$ cat src/rtl/core/round_robin_task_scheduler_macros.svh
// ---------------------------------------------------------------------------
// Round robin task scheduler assertion macros
// Shared concurrent assertion forms, clocked on clock, disabled in reset.
// ---------------------------------------------------------------------------
`ifndef ROUND_ROBIN_TASK_SCHEDULER_MACROS_SVH
`define ROUND_ROBIN_TASK_SCHEDULER_MACROS_SVH

// same-cycle implication
`define RRTS_ASSERT_HOLDS(label, ante, cons, msg) \
   label: assert property (@(posedge clock) disable iff (reset) (ante) |-> (cons)) \
      else $error(msg);

// next-cycle implication
`define RRTS_ASSERT_NEXT(label, ante, cons, msg) \
   label: assert property (@(posedge clock) disable iff (reset) (ante) |=> (cons)) \
      else $error(msg);

`endif

$ cat src/rtl/core/rrts_pkg.sv
// ---------------------------------------------------------------------------
// Round robin task scheduler package
// Table size, command and status codes, controller/datapath interface types.
// ---------------------------------------------------------------------------
`timescale 1ns / 1ps

package rrts_pkg;

   localparam int MAX_TASKS = 8;
   localparam int SLOT_W    = (MAX_TASKS > 1) ? $clog2(MAX_TASKS) : 1;

   localparam logic [2:0] CMD_SCHEDULE = 3'd0;
   localparam logic [2:0] CMD_ADD      = 3'd1;
   localparam logic [2:0] CMD_EXIT     = 3'd2;
   localparam logic [2:0] CMD_WAIT     = 3'd3;
   localparam logic [2:0] CMD_NOTIFY   = 3'd4;
   localparam logic [2:0] CMD_SLEEP    = 3'd5;

   localparam logic [1:0] STS_OK       = 2'd0;
   localparam logic [1:0] STS_FULL     = 2'd1;
   localparam logic [1:0] STS_MISMATCH = 2'd2;
   localparam logic [1:0] STS_NO_TASK  = 2'd3;

   typedef struct packed {
      logic capture;
      logic exec;
      logic scan_step;
      logic publish;
   } ctrl_cmd_type;

   typedef struct packed {
      logic req_sched;
      logic scan_done;
   } dp_status_type;

endpackage

$ cat src/rtl/core/rrts_ctrl.sv
// ---------------------------------------------------------------------------
// Round robin task scheduler controller
// Sequences capture, table edit or slot scan, and result hand-off.
// ---------------------------------------------------------------------------
`timescale 1ns / 1ps
`include "round_robin_task_scheduler_macros.svh"

module rrts_ctrl (
   input  logic                   clock,
   input  logic                   reset,
   input  logic                   req_valid,
   output logic                   req_ready,
   output logic                   rsp_valid,
   input  logic                   rsp_ready,
   input  rrts_pkg::dp_status_type sts,
   output rrts_pkg::ctrl_cmd_type  cmd_o
);
   import rrts_pkg::*;

   typedef enum logic [3:0] {
      S_IDLE = 4'b0001,
      S_EXEC = 4'b0010,
      S_SCAN = 4'b0100,
      S_PUB  = 4'b1000
   } state_type;

   state_type state_ff, state_in;
   logic      rsp_valid_ff, rsp_valid_in;
   logic      accept;

   assign req_ready = (state_ff == S_IDLE);
   assign rsp_valid = rsp_valid_ff;
   assign accept    = req_valid && req_ready;

   always_comb begin
      cmd_o.capture   = accept;
      cmd_o.exec      = (state_ff == S_EXEC);
      cmd_o.scan_step = (state_ff == S_SCAN);
      cmd_o.publish   = (state_ff == S_PUB) && (!rsp_valid_ff || rsp_ready);
   end

   always_comb begin
      state_in = state_ff;
      case (state_ff)
         S_IDLE: begin
            if (accept) begin
               state_in = sts.req_sched ? S_SCAN : S_EXEC;
            end
         end
         S_EXEC: begin
            state_in = S_PUB;
         end
         S_SCAN: begin
            if (sts.scan_done) begin
               state_in = S_PUB;
            end
         end
         S_PUB: begin
            if (cmd_o.publish) begin
               state_in = S_IDLE;
            end
         end
         default: begin
            state_in = S_IDLE;
         end
      endcase
   end

   always_comb begin
      if (cmd_o.publish) begin
         rsp_valid_in = 1'b1;
      end else if (rsp_ready) begin
         rsp_valid_in = 1'b0;
      end else begin
         rsp_valid_in = rsp_valid_ff;
      end
   end

   always_ff @(posedge clock) begin
      if (reset) begin
         state_ff     <= S_IDLE;
         rsp_valid_ff <= 1'b0;
      end else begin
         state_ff     <= state_in;
         rsp_valid_ff <= rsp_valid_in;
      end
   end

   `RRTS_ASSERT_NEXT(a_publish_shows, cmd_o.publish, rsp_valid_ff && state_ff == S_IDLE, "publish lost")
   `RRTS_ASSERT_NEXT(a_scan_ends, cmd_o.scan_step && sts.scan_done, state_ff == S_PUB, "scan end missed")
   `RRTS_ASSERT_NEXT(a_sched_scans, accept && sts.req_sched, state_ff == S_SCAN, "schedule not scanned")

endmodule

$ cat src/rtl/core/rrts_dp.sv
// ---------------------------------------------------------------------------
// Round robin task scheduler datapath
// Task table, rotating scan probe, table edits and result registers.
// ---------------------------------------------------------------------------
`timescale 1ns / 1ps
`include "round_robin_task_scheduler_macros.svh"

module rrts_dp (
   input  logic                   clock,
   input  logic                   reset,
   input  rrts_pkg::ctrl_cmd_type  cmd,
   output rrts_pkg::dp_status_type sts,
   input  logic [7:0]             idle_task_id,
   input  logic [2:0]             req_command,
   input  logic [7:0]             req_task_id,
   input  logic [31:0]            req_tick_now,
   input  logic [31:0]            req_reason,
   input  logic [30:0]            req_sleep_ticks,
   input  logic [31:0]            req_check_code,
   input  logic [31:0]            req_current_check,
   output logic [7:0]             rsp_chosen_task,
   output logic                   rsp_chose_idle,
   output logic [1:0]             rsp_status,
   output logic                   rsp_reschedule_request
);
   import rrts_pkg::*;

   function automatic logic [SLOT_W-1:0] next_slot(input logic [SLOT_W-1:0] s);
      logic [SLOT_W-1:0] r;
      r = (s == SLOT_W'(MAX_TASKS - 1)) ? '0 : s + 1'b1;
      return r;
   endfunction

   logic [2:0]        cmd_ff, cmd_in;
   logic [7:0]        tid_ff, tid_in;
   logic [31:0]       now_ff, now_in;
   logic [31:0]       why_ff, why_in;
   logic [30:0]       dur_ff, dur_in;
   logic              chk_ok_ff, chk_ok_in;

   logic              slot_valid_ff    [MAX_TASKS];
   logic              slot_valid_in    [MAX_TASKS];
   logic [7:0]        slot_task_ff     [MAX_TASKS];
   logic [7:0]        slot_task_in     [MAX_TASKS];
   logic              slot_sleeping_ff [MAX_TASKS];
   logic              slot_sleeping_in [MAX_TASKS];
   logic              slot_waiting_ff  [MAX_TASKS];
   logic              slot_waiting_in  [MAX_TASKS];
   logic [31:0]       slot_word_ff     [MAX_TASKS];
   logic [31:0]       slot_word_in     [MAX_TASKS];
   logic [31:0]       slot_start_ff    [MAX_TASKS];
   logic [31:0]       slot_start_in    [MAX_TASKS];

   logic [SLOT_W-1:0] rotate_ff, rotate_in;
   logic [SLOT_W-1:0] running_slot_ff, running_slot_in;
   logic              running_task_ff, running_task_in;
   logic [SLOT_W-1:0] probe_ff, probe_in;
   logic [SLOT_W-1:0] cnt_ff, cnt_in;

   logic [7:0]        res_chosen_ff, res_chosen_in;
   logic              res_idle_ff, res_idle_in;
   logic [1:0]        res_status_ff, res_status_in;
   logic              res_resched_ff, res_resched_in;

   logic [7:0]        rsp_chosen_task_ff;
   logic              rsp_chose_idle_ff;
   logic [1:0]        rsp_status_ff;
   logic              rsp_reschedule_request_ff;

   logic [31:0]       left;
   logic              woke;
   logic              runnable;
   logic              last;
   logic              free_hit;
   logic [SLOT_W-1:0] free_idx;

   assign left     = slot_word_ff[probe_ff] - (now_ff - slot_start_ff[probe_ff]);
   assign woke     = slot_sleeping_ff[probe_ff] && ((left == '0) || left[31]);
   assign runnable = slot_valid_ff[probe_ff] && (!slot_sleeping_ff[probe_ff] || woke)
                     && !slot_waiting_ff[probe_ff];
   assign last     = (cnt_ff == SLOT_W'(MAX_TASKS - 1));

   always_comb begin
      sts.req_sched = (req_command == CMD_SCHEDULE);
      sts.scan_done = runnable || last;
   end

   always_comb begin
      free_hit = 1'b0;
      free_idx = '0;
      for (int k = MAX_TASKS - 1; k >= 0; k--) begin
         if (!slot_valid_ff[k]) begin
            free_hit = 1'b1;
            free_idx = SLOT_W'(k);
         end
      end
   end

   always_comb begin
      cmd_in    = cmd_ff;
      tid_in    = tid_ff;
      now_in    = now_ff;
      why_in    = why_ff;
      dur_in    = dur_ff;
      chk_ok_in = chk_ok_ff;
      if (cmd.capture) begin
         cmd_in    = req_command;
         tid_in    = req_task_id;
         now_in    = req_tick_now;
         why_in    = req_reason;
         dur_in    = req_sleep_ticks;
         chk_ok_in = (req_check_code == req_current_check);
      end
   end

   always_comb begin
      slot_valid_in    = slot_valid_ff;
      slot_task_in     = slot_task_ff;
      slot_sleeping_in = slot_sleeping_ff;
      slot_waiting_in  = slot_waiting_ff;
      slot_word_in     = slot_word_ff;
      slot_start_in    = slot_start_ff;
      rotate_in        = rotate_ff;
      running_slot_in  = running_slot_ff;
      running_task_in  = running_task_ff;
      probe_in         = probe_ff;
      cnt_in           = cnt_ff;
      res_chosen_in    = res_chosen_ff;
      res_idle_in      = res_idle_ff;
      res_status_in    = res_status_ff;
      res_resched_in   = res_resched_ff;

      if (cmd.capture) begin
         probe_in = next_slot(rotate_ff);
         cnt_in   = '0;
      end

      if (cmd.scan_step) begin
         if (slot_valid_ff[probe_ff] && woke) begin
            slot_sleeping_in[probe_ff] = 1'b0;
         end
         res_status_in  = STS_OK;
         res_resched_in = 1'b0;
         if (runnable) begin
            rotate_in       = probe_ff;
            running_slot_in = probe_ff;
            running_task_in = 1'b1;
            res_chosen_in   = slot_task_ff[probe_ff];
            res_idle_in     = 1'b0;
         end else if (last) begin
            running_task_in = 1'b0;
            res_chosen_in   = idle_task_id;
            res_idle_in     = 1'b1;
         end else begin
            probe_in = next_slot(probe_ff);
            cnt_in   = cnt_ff + 1'b1;
         end
      end

      if (cmd.exec) begin
         res_chosen_in  = '0;
         res_idle_in    = 1'b0;
         res_status_in  = STS_OK;
         res_resched_in = 1'b0;
         case (cmd_ff)
            CMD_ADD: begin
               if (free_hit) begin
                  slot_valid_in[free_idx]    = 1'b1;
                  slot_task_in[free_idx]     = tid_ff;
                  slot_sleeping_in[free_idx] = 1'b0;
                  slot_waiting_in[free_idx]  = 1'b0;
                  slot_word_in[free_idx]     = '0;
                  slot_start_in[free_idx]    = '0;
               end else begin
                  res_status_in = STS_FULL;
               end
            end
            CMD_EXIT: begin
               for (int k = 0; k < MAX_TASKS; k++) begin
                  if (slot_valid_ff[k] && (slot_task_ff[k] == tid_ff)) begin
                     slot_valid_in[k]    = 1'b0;
                     slot_sleeping_in[k] = 1'b0;
                     slot_waiting_in[k]  = 1'b0;
                     if (running_task_ff && (running_slot_ff == SLOT_W'(k))) begin
                        running_task_in = 1'b0;
                     end
                  end
               end
            end
            CMD_WAIT: begin
               if (!chk_ok_ff) begin
                  res_status_in = STS_MISMATCH;
               end else if (!running_task_ff) begin
                  res_status_in = STS_NO_TASK;
               end else begin
                  slot_waiting_in[running_slot_ff] = 1'b1;
                  slot_word_in[running_slot_ff]    = why_ff;
                  res_resched_in                   = 1'b1;
               end
            end
            CMD_NOTIFY: begin
               for (int k = 0; k < MAX_TASKS; k++) begin
                  if (slot_valid_ff[k] && slot_waiting_ff[k] && (slot_word_ff[k] == why_ff)) begin
                     slot_waiting_in[k] = 1'b0;
                     slot_word_in[k]    = '0;
                  end
               end
            end
            CMD_SLEEP: begin
               if (!running_task_ff) begin
                  res_status_in = STS_NO_TASK;
               end else begin
                  slot_sleeping_in[running_slot_ff] = 1'b1;
                  slot_word_in[running_slot_ff]     = {1'b0, dur_ff};
                  slot_start_in[running_slot_ff]    = now_ff;
               end
            end
            default: begin
               res_status_in = STS_OK;
            end
         endcase
      end
   end

   always_ff @(posedge clock) begin
      if (reset) begin
         for (int k = 0; k < MAX_TASKS; k++) begin
            slot_valid_ff[k]    <= 1'b0;
            slot_sleeping_ff[k] <= 1'b0;
            slot_waiting_ff[k]  <= 1'b0;
         end
         rotate_ff       <= '0;
         running_slot_ff <= '0;
         running_task_ff <= 1'b0;
      end else begin
         slot_valid_ff    <= slot_valid_in;
         slot_sleeping_ff <= slot_sleeping_in;
         slot_waiting_ff  <= slot_waiting_in;
         rotate_ff        <= rotate_in;
         running_slot_ff  <= running_slot_in;
         running_task_ff  <= running_task_in;
      end
   end

   always_ff @(posedge clock) begin
      cmd_ff         <= cmd_in;
      tid_ff         <= tid_in;
      now_ff         <= now_in;
      why_ff         <= why_in;
      dur_ff         <= dur_in;
      chk_ok_ff      <= chk_ok_in;
      slot_task_ff   <= slot_task_in;
      slot_word_ff   <= slot_word_in;
      slot_start_ff  <= slot_start_in;
      probe_ff       <= probe_in;
      cnt_ff         <= cnt_in;
      res_chosen_ff  <= res_chosen_in;
      res_idle_ff    <= res_idle_in;
      res_status_ff  <= res_status_in;
      res_resched_ff <= res_resched_in;
   end

   always_ff @(posedge clock) begin
      if (cmd.publish) begin
         rsp_chosen_task_ff        <= res_chosen_ff;
         rsp_chose_idle_ff         <= res_idle_ff;
         rsp_status_ff             <= res_status_ff;
         rsp_reschedule_request_ff <= res_resched_ff;
      end
   end

   assign rsp_chosen_task        = rsp_chosen_task_ff;
   assign rsp_chose_idle         = rsp_chose_idle_ff;
   assign rsp_status             = rsp_status_ff;
   assign rsp_reschedule_request = rsp_reschedule_request_ff;

   `RRTS_ASSERT_NEXT(a_idle_clears_run, cmd.scan_step && last && !runnable, !running_task_ff, "idle pick left a running task")
   `RRTS_ASSERT_NEXT(a_pick_runs, cmd.scan_step && runnable, running_task_ff && running_slot_ff == $past(probe_ff), "picked slot not running")
   `RRTS_ASSERT_NEXT(a_wait_marks, cmd.exec && cmd_ff == CMD_WAIT && chk_ok_ff && running_task_ff, slot_waiting_ff[$past(running_slot_ff)], "wait flag not set")

endmodule

$ cat src/rtl/core/round_robin_task_scheduler.sv
// ---------------------------------------------------------------------------
// Round robin task scheduler
// Add, exit, wait, notify and sleep pass through capture, table edit and publish.
// Schedule probes k slots, k = 1 to 8, one slot per cycle, then publishes.
// A new request is accepted only in idle, once the last result is published.
// Reset: synchronous; clears slot flags, pointers, idle id register and valids.
// ---------------------------------------------------------------------------
`timescale 1ns / 1ps

module round_robin_task_scheduler (
   input  logic        clock,
   input  logic        reset,
   input  logic        req_valid,
   output logic        req_ready,
   input  logic [2:0]  req_command,
   input  logic [7:0]  req_task_id,
   input  logic [31:0] req_tick_now,
   input  logic [31:0] req_reason,
   input  logic [30:0] req_sleep_ticks,
   input  logic [31:0] req_check_code,
   input  logic [31:0] req_current_check,
   output logic        rsp_valid,
   input  logic        rsp_ready,
   output logic [7:0]  rsp_chosen_task,
   output logic        rsp_chose_idle,
   output logic [1:0]  rsp_status,
   output logic        rsp_reschedule_request,
   input  logic        psel,
   input  logic        penable,
   input  logic        pwrite,
   input  logic [2:0]  paddr,
   input  logic [31:0] pwdata,
   output logic [31:0] prdata,
   output logic        pready
);
   import rrts_pkg::*;

   localparam logic REG_IDLE_TASK_ID = 1'b0;

   ctrl_cmd_type  cmd;
   dp_status_type sts;
   logic [7:0]    idle_task_id_ff, idle_task_id_in;
   logic          csr_write;

   assign pready    = 1'b1;
   assign csr_write = psel && penable && pwrite && pready;

   always_comb begin
      idle_task_id_in = idle_task_id_ff;
      if (csr_write && (paddr[2] == REG_IDLE_TASK_ID)) begin
         idle_task_id_in = pwdata[7:0];
      end
   end

   always_ff @(posedge clock) begin
      if (reset) begin
         idle_task_id_ff <= '0;
      end else begin
         idle_task_id_ff <= idle_task_id_in;
      end
   end

   assign prdata = (paddr[2] == REG_IDLE_TASK_ID) ? {24'b0, idle_task_id_ff} : '0;

   rrts_ctrl u_ctrl (
      .clock     (clock),
      .reset     (reset),
      .req_valid (req_valid),
      .req_ready (req_ready),
      .rsp_valid (rsp_valid),
      .rsp_ready (rsp_ready),
      .sts       (sts),
      .cmd_o     (cmd)
   );

   rrts_dp u_dp (
      .clock                  (clock),
      .reset                  (reset),
      .cmd                    (cmd),
      .sts                    (sts),
      .idle_task_id           (idle_task_id_ff),
      .req_command            (req_command),
      .req_task_id            (req_task_id),
      .req_tick_now           (req_tick_now),
      .req_reason             (req_reason),
      .req_sleep_ticks        (req_sleep_ticks),
      .req_check_code         (req_check_code),
      .req_current_check      (req_current_check),
      .rsp_chosen_task        (rsp_chosen_task),
      .rsp_chose_idle         (rsp_chose_idle),
      .rsp_status             (rsp_status),
      .rsp_reschedule_request (rsp_reschedule_request)
   );

endmodule

$ cat config.mk
export PLATFORM = sky130hd
export DESIGN_NAME = round_robin_task_scheduler
export DESIGN_NICKNAME = d
export VERILOG_FILES = /design/src/rtl/core/rrts_pkg.sv /design/src/rtl/core/rrts_ctrl.sv /design/src/rtl/core/rrts_dp.sv /design/src/rtl/core/round_robin_task_scheduler.sv
export VERILOG_INCLUDE_DIRS = /design/src /design/src/rtl/core
export SDC_FILE = /design/constraint.sdc
export NUM_CORES = 2
export LEC_CHECK = 0
export ABC_AREA = 1
export BUFFER_PORTS_ARGS = -buffer_cell sky130_fd_sc_hd__buf_2
export CAP_MARGIN = 20
export CORE_ASPECT_RATIO = 1.1
export CORE_MARGIN = 3
export CORE_UTILIZATION = 30
export DETAILED_ROUTE_END_ITERATION = 12
export HOLD_SLACK_MARGIN = 0.08
export SYNTH_ARGS = -nofsm -noshare
export SYNTH_HDL_FRONTEND = slang
export SYNTH_SLANG_ARGS = --single-unit
$ cat constraint.sdc
create_clock -name clock -period 8.9 [get_ports clock]
set_clock_uncertainty 0.2 [all_clocks]
set_input_delay 0.89 -clock clock [delete_from_list [all_inputs] [get_ports clock]]
set_output_delay 0.89 -clock clock [all_outputs]
set_load 0.02 [all_outputs]
# [Word-level counts from Yosys, hierarchy flattened]
# Index checks and enable logic that the tools add are counted.
[classes] bitwise=15 reduce_logical=90 eq_ne=58 magnitude_cmp=6 muxes=158 addsub=5
[op_table] cell="256-bit two-way mux" count=6
[op_table] cell="256-bit case mux with 4 select lines" count=1
[op_table] cell="256-bit bitwise mux" count=3
[op_table] cell="256-bit bitwise AND" count=2
[op_table] cell="256-bit case mux with 2 select lines" count=1
[op_table] cell="32-bit two-way mux" count=14
[op_table] cell="32-bit == test" count=9
[op_table] cell="256-bit inverter" count=1
[op_table] cell="32-bit binary-select mux with 3-bit select" count=2
[op_table] cell="32-bit demux with 3-bit select" count=2
[op_table] cell="8-bit two-way mux" count=15
[op_table] cell="7-bit AND reduction" count=16
[op_table] cell="1-bit two-way mux" count=74
[op_table] cell="64-bit bitwise mux" count=1
[op_table] cell="8-bit == test" count=8
[op_table] cell="32-bit subtractor" count=2
[op_table] cell="3-bit two-way mux" count=19
[op_table] cell="1-bit logical AND" count=44
[op_table] cell="2-bit by 1-bit inequality test with 1-bit output (second input constant)" count=21
[op_table] cell="4-bit AND reduction" count=9
[op_table] cell="32-bit zero test" count=1
[op_table] cell="8-bit case mux with 4 select lines" count=1
[op_table] cell="8-bit bitwise AND" count=3
[op_table] cell="8-bit binary-select mux with 3-bit select" count=1
[op_table] cell="other kinds (31)" count=76
[totals] wordCells=401 output_inout_bits=47 input_bits=212 ff_bits=754

# [Logic depth before layout (Yosys ltp)]
[logic_depth] word_depth=34 ltp_mapped=34 depth_no_buf=32

# [Hierarchy]
# Synthesis repeated with hierarchy kept, for this count alone.
[unflattened] hier_cells=5707 area_unflattened_um2=49015.8
[modules_own_cells] module="rrts_dp" cells_each=5558 instances=1 area_each_um2=48017.3 seq_area_each_um2=21820.9
[modules_own_cells] module="round_robin_task_scheduler" cells_each=100 instances=1 area_each_um2=669.4 seq_area_each_um2=160.2
[modules_own_cells] module="rrts_ctrl" cells_each=49 instances=1 area_each_um2=329.1 seq_area_each_um2=100.1

# [Worst setup path before layout]
# No wires, ideal clock.
[synth_timing] path_kind="input port to flip-flop" start="input req_valid" end="register u_dp.cnt_ff[0]" path_stages=5 setup_slack_ns=2.312 t_required_ns=8.581 setup_time_ns=0.119 arrival_time_ns=6.270 n_path_buf=0 cell_sequence="inv_1 -> nor2_1 -> inv_1 -> nand3_1 -> nand2_1"
[synth_via] elab_chain_len=5
[synth_lines] element="start, declared" line_no="round_robin_task_scheduler.sv:13" source="input logic req_valid,"
[synth_lines] element="1-bit logical AND *" line_no="rrts_ctrl.sv:33" source="assign accept = req_valid && req_ready;"
[synth_lines] element="net u_ctrl.accept" line_no="rrts_ctrl.sv:29" source="logic accept;"
[synth_lines] element="3-bit two-way mux *" line_no="rrts_dp.sv:133" source="if (cmd.capture) begin"
[synth_lines] element="3-bit two-way mux" line_no="rrts_dp.sv:150" source="end else if (last) begin"
[synth_lines] element="3-bit two-way mux" line_no="rrts_dp.sv:144" source="if (runnable) begin"
[synth_lines] element="3-bit two-way mux *" line_no="rrts_dp.sv:138" source="if (cmd.scan_step) begin"
[synth_lines] element="net u_dp.cnt_in[0]" line_no="rrts_dp.sv:58" source="logic [SLOT_W-1:0] cnt_ff, cnt_in;"
[synth_lines] element="end signal, assigned" line_no="rrts_dp.sv:256" source="cnt_ff <= cnt_in;"
[synth_lines] element="end, declared" line_no="rrts_dp.sv:58"
# The timed path passes the listed nets; every way through them passes the cells marked *.
# A chain may end at the register's enable or synchronous reset.

# [Final worst setup path]
[layout_timing] start="register u_dp.probe_ff[2]" end="register u_dp.rotate_ff[1]"
[layout_via] elab_chain_len=13 elab_cells_between_ends=27 classes_between="2 x add/sub; 15 x mux; 1 x bitwise; 9 x reduce/logical"
[layout_lines] element="start, declared" line_no="rrts_dp.sv:57" source="logic [SLOT_W-1:0] probe_ff, probe_in;"
[layout_lines] element="start signal, assigned" line_no="rrts_dp.sv:255" source="probe_ff <= probe_in;"
[layout_lines] element="3-bit inverter with 4-bit output (implied by the code) *"
[layout_lines] element="32-bit binary-select mux with 3-bit select" line_no="rrts_dp.sv:77" source="assign left = slot_word_ff[probe_ff] - (now_ff - slot_start_ff[probe_ff]);"
[layout_lines] element="32-bit two-way mux (implied by the code) (2 in a row)" line_no="rrts_dp.sv:77"
[layout_lines] element="32-bit subtractor (2 in a row)" line_no="rrts_dp.sv:77"
[layout_lines] element="32-bit zero test" line_no="rrts_dp.sv:78" source="assign woke = slot_sleeping_ff[probe_ff] && ((left == '0) || left[31]);"
[layout_lines] element="1-bit logical OR" line_no="rrts_dp.sv:78"
[layout_lines] element="1-bit logical AND" line_no="rrts_dp.sv:78"
[layout_lines] element="1-bit logical OR" line_no="rrts_dp.sv:79" source="assign runnable = slot_valid_ff[probe_ff] && (!slot_sleeping_ff[probe_ff] || woke)"
[layout_lines] element="1-bit logical AND" line_no="rrts_dp.sv:79"
[layout_lines] element="1-bit logical AND *" line_no="rrts_dp.sv:80" source="&& !slot_waiting_ff[probe_ff];"
[layout_lines] element="2-bit AND reduction (no source line) *"
[layout_lines] element="end signal, assigned" line_no="rrts_dp.sv:239" source="rotate_ff <= rotate_in;"
[layout_lines] element="end, declared" line_no="rrts_dp.sv:54" source="logic [SLOT_W-1:0] rotate_ff, rotate_in;"
# Mark *: on every way between the ends. The rest lies on a longest branch, timed or not. The select of a mux whose other input is x is not followed.

==> flow_summary_export.csv <==
group,metric,value,unit
outcome,status,"completed",
hold_path,worstHoldStart,"req_reason[28]",
synth,synth_top_area_frac,0.438,
finish,nFillCells,16300,
placement,port_buffers,207,
timing,holdWs,0.127,ns
synth,synthArstFlopShare,0,
global_route,grt_max_degree,189,
timing,fin_crit_sh,0.837,
job,drv_cap,0,
timing,fin_tns_setup,0,ns
synth,yosys-top-cells-count,"915 x nand2_1, 807 x inv_1, 698 x edfxtp_1",
placement,place_congestion,0.971,
floorplanning,dieArea,0.164,mm²
synth,yosysMostFrequentCell,"nand2_1",
clock_tree,h-tree-depth,3,
timing,slew_headroom,0.168,
placement,post-place-ws,1.70,ns
placement,place_inst,7437,
global_route,antenna_found_initial,10,
synth,syn_area_per_cell,8.71,µm²
critical_path,startpoint,"u_dp.probe_ff[2]$_DFF_P_",
floorplanning,design.core.area,0.158,mm²
timing,rsz0062_at_grt,"false",
synth,synth_area_leaders,"edfxtp_1 44%, nand2_1 7.2%, inv_1 6.3%, o211ai_1 6.2%, o21ai_0 4.1%",
synth,syn_area,0.0479,mm²
clock_tree,clk_pin_slew,0.06,ns
hold_path,min_path_cells,1,
route,num_vias,45700,
global_route,overflow,0,
timing,slew_viol_final,0,
finish,fin_area,0.0539,mm²
finish,final_nets,5727,
finish,finish.utilization,0.340,
floorplanning,start_util,0.302,
critical_path,reg2reg_depth,24,
timing,timing.fmax,0.134,GHz
clock_tree,clock-sinks,754,
clock_tree,cts_tree,"built",
synth,synth_cells,5496,
power_and_ir_drop,peakVddDrop,350,µV
finish,fin_cells,7612,
global_route,grt_pass1_vias,43300,
finish,post_route_cells_drive_above_1_share,0.0932,
synth,yosys.area.top_type,"edfxtp_1",
critical_path,endpoint_kind,"register",
route,firstDrtPassIters,6,
power_and_ir_drop,leakagePower,20.2,nW
placement,postPlaceCellArea,0.0508,mm²
clock_tree,cts_setup_buffers,0,
power_and_ir_drop,total_power,18.8,mW
critical_path,arrival,7.89,ns
clock_tree,root_buffer,"clkbuf_16",
route,post_drt_via_cell_ratio,6.01,
clock_tree,clk_latency,0.74,ns
floorplanning,die_w,387,µm
hold_path,holdPathEnd,"u_dp.why_ff[28]$_DFFE_PP_",
critical_path,r2r-start,"u_dp.probe_ff[2]$_DFF_P_",
placement,hpwl,129000,µm
route,routedWlPerCell,26.5,µm
synth,synthFlopType,"edfxtp_1",
clock_tree,cts_made_buffers,89,
route,drt_wl_total,201000,µm
route,drc,0,
timing,setup_viol,0,
timing,worst_slack,1.45,ns
clock_tree,cts_resized,0,
timing,fin_crit,7.45,ns
clock_tree,cts.path.max_buffers,3,
critical_path,crit_type,"register to register",
critical_path,r2r_end,"u_dp.rotate_ff[1]$_SDFFE_PP0P_",
route,drtIter0Drc,6792,
finish,area_growth_syn_to_layout,12.5,%
clock_tree,cts_hold_buf,0,
floorplanning,ios,259,
timing,finalHoldViolations,0,
timing,worst_pin_slew,1.25,ns
hold_path,min_path_type,"input port to register",
critical_path,crit_fanout,27,
global_route,track_usage,0.234,
critical_path,worst_setup_path_start_kind,"register",
synth,ys_seq_area_frac,0.461,
critical_path,required,9.34,ns
critical_path,rrSetupSlack,1.45,ns
floorplanning,die_h,425,µm
global_route,grt_pass1_wl,291000,µm
power_and_ir_drop,power_density,350,mW/mm²
floorplanning,rows,153,
synth,synth_edf_count,698,
route,antenna_left,0,
synth,synth_warnings,0,
synth,ys_types,61,
synth,synth-seq-cells,754,
[cells by family (layout without fill, tap and decap cells)]
kind of cell | after synthesis | in the layout | share of synthesized area
AOI/OAI and AO/OA | 1682 | 1682 | 0.248
and+or+nand+nor | 1537 | 1537 | 0.136
buffers and inverters | 1303 | 1301 | 0.105
DFF | 754 | 754 | 0.461
xor gates and xnor gates | 145 | 145 | 0.0265
adders and majority gates | 73 | 73 | 0.0239
other | 2 | 28 | 0.000157
[power by group]
part	total [mW]	switching, mW	leakage (nW)	internal (mW)
logic	10.3	7.19	12.0	3.11
clock network	3.85	1.67	1.44	2.18
registers	4.69	0.420	6.82	4.27
[worst max-delay path: stages, from the launching register on]
cell	delay [ns]
dfxtp_1	0.54
inv_1	0.19
nand3_2	0.50
inv_2	0.57
a221oi_1	0.76
o2111ai_1	0.61
fa_1	0.77
inv_1	0.06
ha_1	0.36
nand2_1	0.12
nor2_1	0.19
nand3_1	0.16
a21oi_1	0.23
o21ai_0	0.19
nand2_1	0.13
nand2_1	0.05
nand2_1	0.07
nand2_1	0.07
nor2_1	0.10
nand3_1	0.41
nand3_4	0.33
nand3_2	0.33
inv_1	0.21
nand2_1	0.07
a21oi_1	0.12
[worst max-delay path by stage]
stage / endpoint / slack (ns) / cells past startpoint
after floorplan: u_dp.cnt_ff[0]$_DFF_P_ / 2.31 / 5
after global placement: u_dp.res_chosen_ff[5]$_SDFFE_PP0P_ / 1.75 / 25
after detailed placement: u_dp.rotate_ff[1]$_SDFFE_PP0P_ / 1.70 / 24
after CTS: u_dp.rotate_ff[1]$_SDFFE_PP0P_ / 1.67 / 24
after global routing: u_dp.res_chosen_ff[6]$_SDFFE_PP0P_ / 1.21 / 29
final: u_dp.rotate_ff[1]$_SDFFE_PP0P_ / 1.45 / 24
[final cells by class]
type,instances,area [µm²],area share
Clock inverter,56,671,0.0124
Inverter,827,3110,0.0577
Antenna cell,3,7.51,0.000139
Tap cell,2092,2620,0.0486
Timing Repair Buffer,308,1880,0.0350
Sequential cell,754,22100,0.410
Clock buffer,110,2310,0.0428
Multi-Input combinational cell,3462,21200,0.393
[per-layer routing]
metal	GRT usage	vias to the layer above	routed length, µm
met3	0.0520	671	21300
li1	-	20000	-
met4	0.134	4	13100
met1	0.289	22200	75100
met2	0.377	2913	91900
met5	0	-	23
[registers in the layout (all words and copies together), names as in the netlist, 31 cells and up]
name                count
u_dp.slot_task_ff      64
u_dp.now_ff            32
u_dp.slot_start_ff    256
u_dp.why_ff            32
u_dp.slot_word_ff     256
u_dp.dur_ff            31
[cell usage in the layout (no fill, tap or decap), types with 57 or more instances in the layout]
master	count
buf_2	207
inv_1	796
o21ai_0	389
nor2_1	189
a22oi_1	60
o2111ai_1	86
edfxtp_1	698
o22ai_1	165
xor2_1	88
clkbuf_16	89
o311ai_0	195
nand3_1	238
a21oi_1	95
nand2_1	908
a221oi_1	90
o211ai_1	396
o32ai_1	150
buf_4	95
xnor2_1	57
No activity file was read; power rests on OpenSTA's default activity.
